==> src/hw/rtl/xon_xoff_receive_fifo_assert.svh <==
// Assertion macros used by the receive FIFO core module.
// Define NO_ASSERTIONS to compile them away.
`ifndef XON_XOFF_RECEIVE_FIFO_ASSERT_SVH
`define XON_XOFF_RECEIVE_FIFO_ASSERT_SVH

`ifndef NO_ASSERTIONS

// Checked on every rising edge, switched off while rst is high.
`define XXRF_ASSERT(label, clk, rst, prop, msg) \
   label: assert property (@(posedge clk) disable iff (rst) prop) \
      else $error(msg);

// Checked on every rising edge, including the reset cycles.
`define XXRF_ASSERT_ALWAYS(label, clk, prop, msg) \
   label: assert property (@(posedge clk) prop) \
      else $error(msg);

`else

`define XXRF_ASSERT(label, clk, rst, prop, msg)
`define XXRF_ASSERT_ALWAYS(label, clk, prop, msg)

`endif

`endif

==> src/hw/rtl/xxrf_pkg.sv <==
`timescale 1ns / 1ps

package xxrf_pkg;

   // Buffer geometry.
   localparam int DEPTH   = 8;
   localparam int PTR_W   = (DEPTH > 1) ? $clog2(DEPTH) : 1;
   localparam int CNT_W   = $clog2(DEPTH + 1);
   localparam int LEVEL_W = 4;
   localparam int XON_W   = 4;
   localparam int CMP_W   = (CNT_W > XON_W) ? CNT_W : XON_W;
   localparam int BYTE_W  = 8;

   // Configuration register map.
   localparam int CSR_IDX_W = 1;
   localparam logic [CSR_IDX_W-1:0] CSR_XON_LEVEL = 1'b0;
   localparam logic [CSR_IDX_W-1:0] CSR_ENDFILE   = 1'b1;

   localparam logic [XON_W-1:0]  XON_LEVEL_RESET = 4'd6;
   localparam logic [BYTE_W-1:0] ENDFILE_RESET   = 8'd26;

   // Request opcodes.
   localparam logic OP_RECEIVE = 1'b0;
   localparam logic OP_CONSUME = 1'b1;

   // Flow control characters.
   localparam logic [1:0] CTRL_XOFF = 2'd0;
   localparam logic [1:0] CTRL_XON  = 2'd1;
   localparam logic [1:0] CTRL_ACK  = 2'd2;

   typedef struct packed {
      logic              opcode;
      logic [BYTE_W-1:0] rx_byte;
   } req_type;

   typedef struct packed {
      logic               out_valid;
      logic [BYTE_W-1:0]  out_byte;
      logic               ctrl_valid;
      logic [1:0]         ctrl_code;
      logic               dropped;
      logic               finished;
      logic [LEVEL_W-1:0] level;
   } rsp_type;

   // Ring pointer advance with wrap at DEPTH.
   function automatic logic [PTR_W-1:0] next_ptr(input logic [PTR_W-1:0] ptr);
      logic [PTR_W-1:0] res;
      if (ptr == PTR_W'(DEPTH - 1)) begin
         res = '0;
      end else begin
         res = ptr + PTR_W'(1);
      end
      return res;
   endfunction

   // True when the fill count has dropped below the XON threshold.
   function automatic logic below_xon(input logic [CNT_W-1:0] cnt,
                                      input logic [XON_W-1:0] lvl);
      return CMP_W'(cnt) < CMP_W'(lvl);
   endfunction

endpackage

==> src/hw/rtl/xon_xoff_receive_fifo.sv <==
`timescale 1ns / 1ps

// Receive FIFO with XON/XOFF flow control. Each request either hands in one
// byte from the link (opcode receive) or asks to consume one byte (opcode
// consume), and every request yields exactly one result carrying the popped
// byte if any, a control character to send back (XOFF when a push fills the
// buffer, XON when a pop brings the fill count below xon_level, ACK on the
// end-of-file code), a drop flag, the finished flag and the fill count. The
// block takes one request per clock cycle and keeps that rate for as long as
// the result side keeps up. A request is first held in the input register,
// its result is then computed and loaded into the result register, which
// drives the rsp_ port; a stalled consumer holds both registers. All
// pointer, count and flag updates are computed between the two registers
// and take effect as the result is loaded into the result register. The
// configuration registers are written through the csr_ port, which is
// always ready, and should only be changed while no request is in flight.
module xon_xoff_receive_fifo (
   input  logic                              clock,
   input  logic                              reset,

   input  logic                              req_valid,
   output logic                              req_ready,
   input  xxrf_pkg::req_type                 req_data,

   output logic                              rsp_valid,
   input  logic                              rsp_ready,
   output xxrf_pkg::rsp_type                 rsp_data,

   input  logic                              csr_valid,
   output logic                              csr_ready,
   input  logic [xxrf_pkg::CSR_IDX_W-1:0]    csr_index,
   input  logic [xxrf_pkg::BYTE_W-1:0]       csr_data
);
   import xxrf_pkg::*;

   logic [XON_W-1:0]  xon_level_ff, xon_level_in;
   logic [BYTE_W-1:0] endfile_ff,   endfile_in;

   logic    advance;
   logic    item_valid;
   req_type item;
   rsp_type result;

   // Configuration registers. Writes are accepted in every cycle.
   assign csr_ready = 1'b1;

   always_comb begin
      xon_level_in = xon_level_ff;
      endfile_in   = endfile_ff;
      if (csr_valid) begin
         unique case (csr_index)
            CSR_XON_LEVEL: xon_level_in = XON_W'(csr_data);
            CSR_ENDFILE:   endfile_in   = csr_data;
            default: begin
               xon_level_in = xon_level_ff;
               endfile_in   = endfile_ff;
            end
         endcase
      end
   end

   always_ff @(posedge clock) begin
      if (reset) begin
         xon_level_ff <= XON_LEVEL_RESET;
         endfile_ff   <= ENDFILE_RESET;
      end else begin
         xon_level_ff <= xon_level_in;
         endfile_ff   <= endfile_in;
      end
   end

   // Input register: holds the request that is processed next.
   xxrf_in_stage u_in_stage (
      .clock      (clock),
      .reset      (reset),
      .req_valid  (req_valid),
      .req_ready  (req_ready),
      .req_data   (req_data),
      .advance    (advance),
      .item_valid (item_valid),
      .item       (item)
   );

   // Buffer state and the per-request update. The state changes only when
   // the result register can take the result, so a stalled consumer freezes
   // the buffer along with the pipeline.
   xxrf_core u_core (
      .clock        (clock),
      .reset        (reset),
      .fire         (item_valid && advance),
      .item         (item),
      .xon_level    (xon_level_ff),
      .endfile_code (endfile_ff),
      .result       (result)
   );

   // Result register: decouples the consumer from the buffer update.
   xxrf_out_stage u_out_stage (
      .clock        (clock),
      .reset        (reset),
      .result_valid (item_valid),
      .result       (result),
      .advance      (advance),
      .rsp_valid    (rsp_valid),
      .rsp_ready    (rsp_ready),
      .rsp_data     (rsp_data)
   );

endmodule

==> src/hw/rtl/xxrf_in_stage.sv <==
`timescale 1ns / 1ps

module xxrf_in_stage (
   input  logic             clock,
   input  logic             reset,
   input  logic             req_valid,
   output logic             req_ready,
   input  xxrf_pkg::req_type req_data,
   input  logic             advance,
   output logic             item_valid,
   output xxrf_pkg::req_type item
);
   import xxrf_pkg::*;

   logic    valid_ff;
   logic    valid_in;
   req_type item_ff;

   // The register can take a new request when it is empty or is handing
   // its request on in this cycle.
   assign req_ready = !valid_ff || advance;
   assign valid_in  = req_ready ? req_valid : valid_ff;

   always_ff @(posedge clock) begin
      if (reset) begin
         valid_ff <= 1'b0;
      end else begin
         valid_ff <= valid_in;
      end
   end

   always_ff @(posedge clock) begin
      if (req_valid && req_ready) begin
         item_ff <= req_data;
      end
   end

   assign item_valid = valid_ff;
   assign item       = item_ff;

endmodule

==> src/hw/rtl/xxrf_core.sv <==
`timescale 1ns / 1ps
`include "xon_xoff_receive_fifo_assert.svh"

module xxrf_core (
   input  logic                            clock,
   input  logic                            reset,
   input  logic                            fire,
   input  xxrf_pkg::req_type               item,
   input  logic [xxrf_pkg::XON_W-1:0]      xon_level,
   input  logic [xxrf_pkg::BYTE_W-1:0]     endfile_code,
   output xxrf_pkg::rsp_type               result
);
   import xxrf_pkg::*;

   logic [BYTE_W-1:0] store_ff [DEPTH];

   logic [PTR_W-1:0] rd_ptr_ff, rd_ptr_in;
   logic [PTR_W-1:0] wr_ptr_ff, wr_ptr_in;
   logic [CNT_W-1:0] cnt_ff,    cnt_in;
   logic             xoff_ff,   xoff_in;
   logic             end_ff,    end_in;
   logic             push;
   rsp_type          res;

   always_comb begin
      rd_ptr_in = rd_ptr_ff;
      wr_ptr_in = wr_ptr_ff;
      cnt_in    = cnt_ff;
      xoff_in   = xoff_ff;
      end_in    = end_ff;
      push      = 1'b0;
      res       = '0;

      if (item.opcode == OP_RECEIVE) begin
         if (!end_ff) begin
            if (item.rx_byte == endfile_code) begin
               end_in         = 1'b1;
               res.ctrl_valid = 1'b1;
               res.ctrl_code  = CTRL_ACK;
            end else if (cnt_ff == CNT_W'(DEPTH)) begin
               res.dropped = 1'b1;
            end else begin
               push      = 1'b1;
               wr_ptr_in = next_ptr(wr_ptr_ff);
               cnt_in    = cnt_ff + CNT_W'(1);
               if (cnt_in == CNT_W'(DEPTH) && !xoff_ff) begin
                  xoff_in        = 1'b1;
                  res.ctrl_valid = 1'b1;
                  res.ctrl_code  = CTRL_XOFF;
               end
            end
         end
      end else begin
         if (cnt_ff != '0) begin
            res.out_valid = 1'b1;
            res.out_byte  = store_ff[rd_ptr_ff];
            rd_ptr_in     = next_ptr(rd_ptr_ff);
            cnt_in        = cnt_ff - CNT_W'(1);
            if (below_xon(cnt_in, xon_level) && xoff_ff) begin
               xoff_in        = 1'b0;
               res.ctrl_valid = 1'b1;
               res.ctrl_code  = CTRL_XON;
            end
         end
      end

      res.finished = end_in && (cnt_in == '0);
      res.level    = LEVEL_W'(cnt_in);
   end

   always_ff @(posedge clock) begin
      if (reset) begin
         rd_ptr_ff <= '0;
         wr_ptr_ff <= '0;
         cnt_ff    <= '0;
         xoff_ff   <= 1'b0;
         end_ff    <= 1'b0;
      end else if (fire) begin
         rd_ptr_ff <= rd_ptr_in;
         wr_ptr_ff <= wr_ptr_in;
         cnt_ff    <= cnt_in;
         xoff_ff   <= xoff_in;
         end_ff    <= end_in;
      end
   end

   always_ff @(posedge clock) begin
      if (fire && push) begin
         store_ff[wr_ptr_ff] <= item.rx_byte;
      end
   end

   assign result = res;

   `XXRF_ASSERT_ALWAYS(a_reset_clears, clock, reset |=> (cnt_ff == '0 && !end_ff && !xoff_ff), "reset did not clear the buffer state")
   `XXRF_ASSERT(a_count_bound, clock, reset, cnt_ff <= CNT_W'(DEPTH), "fill count beyond buffer depth")
   `XXRF_ASSERT(a_drop_only_full, clock, reset, (fire && res.dropped) |-> (cnt_ff == CNT_W'(DEPTH)), "byte dropped with room left")
   `XXRF_ASSERT(a_xoff_held, clock, reset, (fire && res.ctrl_valid && res.ctrl_code == CTRL_XOFF) |=> xoff_ff, "XOFF sent but not remembered")
   `XXRF_ASSERT(a_end_sticky, clock, reset, !$past(reset) |-> !$fell(end_ff), "end flag cleared without reset")

endmodule

==> src/hw/rtl/xxrf_out_stage.sv <==
`timescale 1ns / 1ps

module xxrf_out_stage (
   input  logic              clock,
   input  logic              reset,
   input  logic              result_valid,
   input  xxrf_pkg::rsp_type result,
   output logic              advance,
   output logic              rsp_valid,
   input  logic              rsp_ready,
   output xxrf_pkg::rsp_type rsp_data
);
   import xxrf_pkg::*;

   logic    valid_ff;
   logic    valid_in;
   rsp_type data_ff;

   // The result register moves on when it is empty or being read.
   assign advance  = !valid_ff || rsp_ready;
   assign valid_in = advance ? result_valid : valid_ff;

   always_ff @(posedge clock) begin
      if (reset) begin
         valid_ff <= 1'b0;
      end else begin
         valid_ff <= valid_in;
      end
   end

   always_ff @(posedge clock) begin
      if (advance && result_valid) begin
         data_ff <= result;
      end
   end

   assign rsp_valid = valid_ff;
   assign rsp_data  = data_ff;

endmodule
==> config.mk <==
export PLATFORM = sky130hd
export DESIGN_NAME = xon_xoff_receive_fifo
export DESIGN_NICKNAME = d
export VERILOG_FILES = /design/src/hw/rtl/xxrf_pkg.sv /design/src/hw/rtl/xon_xoff_receive_fifo.sv /design/src/hw/rtl/xxrf_in_stage.sv /design/src/hw/rtl/xxrf_core.sv /design/src/hw/rtl/xxrf_out_stage.sv
export VERILOG_INCLUDE_DIRS = /design/src /design/src/hw/rtl
export SDC_FILE = /design/constraint.sdc
export NUM_CORES = 1
export LEC_CHECK = 0
export BUFFER_PORTS_ARGS = -buffer_cell sky130_fd_sc_hd__buf_2
export CORE_MARGIN = 4
export CORE_UTILIZATION = 40
export DETAILED_ROUTE_END_ITERATION = 10
export SLEW_MARGIN = 25
export SYNTH_ARGS = -nofsm -noshare
export SYNTH_HDL_FRONTEND = slang
export SYNTH_SLANG_ARGS = --single-unit
==> constraint.sdc <==
create_clock -name clock -period 7.84 [get_ports clock]
set_clock_uncertainty 0.05 [all_clocks]
set_input_delay 0.784 -clock clock [delete_from_list [all_inputs] [get_ports clock]]
set_output_delay 0.784 -clock clock [all_outputs]
set_load 0.05 [all_outputs]
==> results.ini <==
[setup_path]
crit_path_end_kind=flip-flop
required_ps=7830
path_max_fanout=11
critPathKind=flip-flop to flip-flop
crit_slowest_cell=nor2_1
arrival_ps=2940
start_kind=flip-flop
cp_slowest_stage_delay_ps=660
cp_cell_sequence=inv_1 -> ha_1 -> nand3b_1 -> nand4_1 -> a21oi_4 -> nand2_1 -> nor2_1

[global_route]
grt_max_degree=28
grtUsageTotal_pct=15.3
grt_pass1_vias=3068
grt_overflow=0
grt_pass1_wl_um=16600
antenna_found_initial=0

[timing]
hold_viol_final=0
final.setup.tns_ps=0
fin_crit_ps=2950
rsz0062_at_grt=no
drv_slew=0
setup_viol=0
finalCritPeriodShare_pct=37.7
tightest_slew_ps=803
relSlewSlack_pct=46.3
fmax_mhz=339

[power]
vdd_ir_drop_max_mv=0.112
power_leakage_nw=2.10
powerDensity_nw_per_um2=265

[synth]
synthSimpleGateAreaFrac_pct=11.3
synth-seq-cells=120
synthMuxAreaShare_pct=9.68
async_flop_share_pct=0
ys.flop_type=edfxtp_1
synth_top_family_by_area=simple AND/OR/NAND/NOR gates
synth_edf_count=91
synth-adder-area-share_pct=2.47
synth_nets=388
synth_compound_area_share_pct=6.17
syn_inst=355
syn_area_um2=5070
netlist-cell-type-count=58
syn_area_per_cell_um2=14.3
synthXorXnorAreaFrac_pct=2.07
ys_warn_count=0
ys_seq_area_share_pct=65.4

[cells_and_area]
fin_nets=432
area_delta_synth_final_pct=18.3
antenna_cells=0
layout.cells.non_filler=580
layout-drive-gt1-share_pct=25.5
n_fill_cell=1077

[floorplan]
ios=44
rows=40
initial_core_util_pct=41.5
core_area_um2=12200
die_h_um=121
fp.dieW_um=121
dieArea_um2=14500

[clock_network]
cts_tree=done
clkSlewWorstSetupHoldPaths_ps=50
cts.path.max_buffers=2
hold_buffers=0
clock_latency_ps=410
post_cts_buffers=0
cts_sinks=120
cts-resized-gates=0
cts_root_buffer=clkbuf_16
numCtsBuffers=17
htreeDepth=4

[routing]
wirelength_um=10200
drtPass1Iterations=4
num_vias=2996
drt-initial-drc-count=200
drtAntennaViolNets=0
drc_errors=0
avgViaCountPerCell=5.17
post_drt_wl_per_cell_um=17.6

[placed_design]
port_buffers=42
place_congestion=0.880
hpwl_um=7100
dp_cells=548

[job]
maxCapViolCount=0

[min_path]
hold_path_class=flip-flop to flip-flop

[outcome]
status=completed

## cells in the final DEF (no fill, tap or decap), types with 3 or more instances in the layout
master,n
bufinv_16,3
inv_1,10
nand2_1,32
mux2i_1,13
buf_2,42
o21ai_0,9
xor2_1,3
clkbuf_1,4
edfxtp_1,91
o22ai_1,3
xnor2_1,9
nor3b_2,5
nor3_2,3
nor2_1,28
clkbuf_16,17
nor3_1,5
a21oi_1,15
mux4_2,16
nand3b_1,6
ha_1,10
clkinv_2,5
dfxtp_1,28
nand2b_1,7
## through the flow
step	utilization (%)	total power (W)	hold WS [ps]	cell area, um2	worst slack [ps]
2_1_floorplan	-	0.000817	399	5070	5260
3_3_place_gp	44.1	0.000844	415	5390	4740
3_5_place_dp	44.2	0.000846	419	5400	4620
4_1_cts	48.9	0.00160	433	5970	4580
5_1_grt	49.1	0.00164	457	5990	4620
6_report	49.1	0.00159	431	5990	4890
## area by class of cell
class                           count  area [um2]  area share [%]
Clock buffer                       21         440            7.35
Clock inverter                     11         130            2.17
Inverter                           12        45.0           0.752
Multi-Input combinational cell    206        1640            27.4
Sequential cell                   120        3310            55.3
Tap cell                          168         210            3.51
Timing Repair Buffer               42         210            3.51
## where the power goes
group          switching, W  total [W]  internal [W]  leakage, nW
logic             0.0000704   0.000111     0.0000401        0.751
registers         0.0000203   0.000723      0.000703         1.07
clock network      0.000260   0.000753      0.000493        0.279
## path summary, 6_finish.rpt
| kind | depth (start not counted) | slack, ps | endpoint | from |
|---|---|---|---|---|
| setup reg to reg | 7 | 4890 | u_core.store_ff[7][7]$_DFFE_PP_ | u_core.cnt_ff[0]$_SDFFE_PP0P_ |
| hold / removal | 2 | 430 | endfile_ff[2]$_SDFFE_PP0P_ | endfile_ff[2]$_SDFFE_PP0P_ |
| setup / recovery | 7 | 4890 | u_core.store_ff[7][7]$_DFFE_PP_ | u_core.cnt_ff[0]$_SDFFE_PP0P_ |
| hold reg to reg | 2 | 430 | endfile_ff[2]$_SDFFE_PP0P_ | endfile_ff[2]$_SDFFE_PP0P_ |
## critical path, delay by kind of cell, from the launching register on
| family | cells | cell delay [ps] |
|---|---|---|
| AOI/OAI and AO/OA | 1 | 270 |
| adders and majority gates | 1 | 350 |
| buffers and inverters | 1 | 120 |
| DFF | 1 | 570 |
| and+or+nand+nor | 4 | 1220 |
## state kept, by name (all words and copies together), names as in the netlist, 3 cells and up, named ones only
register,flops
u_core.store_ff,64
u_out_stage.rsp_data,18
u_in_stage.item,9
endfile_ff,8
u_core.cnt_ff,4
xon_level_ff,4
u_core.rd_ptr_ff,3
u_core.wr_ptr_ff,3
## synthesized netlist by cell type (3+ instances only)
cell type  number  area [um2]
nor3b_1         4        30.0
inv_1          10        37.5
nand2b_1        7        43.8
mux2i_1        13         130
o22ai_1         3        18.8
xnor2_1         9        78.8
xor2_1          3        26.3
nor2_1         28         105
nand2_1        32         120
clkbuf_1        5        18.8
dfxtp_1        29         581
nand3b_1        6        45.0
buf_4           3        22.5
nor3_1          7        35.0
buf_2           4        20.0
a21oi_1        15        75.1
edfxtp_1       91        2730
ha_1           10         125
mux4_2         16         360
o21ai_0         9        45.0
## metal layers
| metal | vias up | GRT usage (%) | wire [um] |
|---|---|---|---|
| met5 | - | 0 | 0 |
| met4 | 0 | 6.37 | 109 |
| met3 | 7 | 4.54 | 664 |
| met2 | 84 | 23.1 | 4880 |
| met1 | 1485 | 20.8 | 4580 |
| li1 | 1420 | - | - |
## cells by family (layout without fill, tap and decap cells)
kind of cell | count (synthesis) | after routing
DFF | 120 | 120
and+or+nand+nor | 108 | 108
AOI/OAI and AO/OA | 46 | 46
muxes | 29 | 29
buffers and inverters | 29 | 86
xor gates and xnor gates | 12 | 12
adders and majority gates | 10 | 10
other | 1 | 1
No activity file was read; power rests on OpenSTA's default activity.
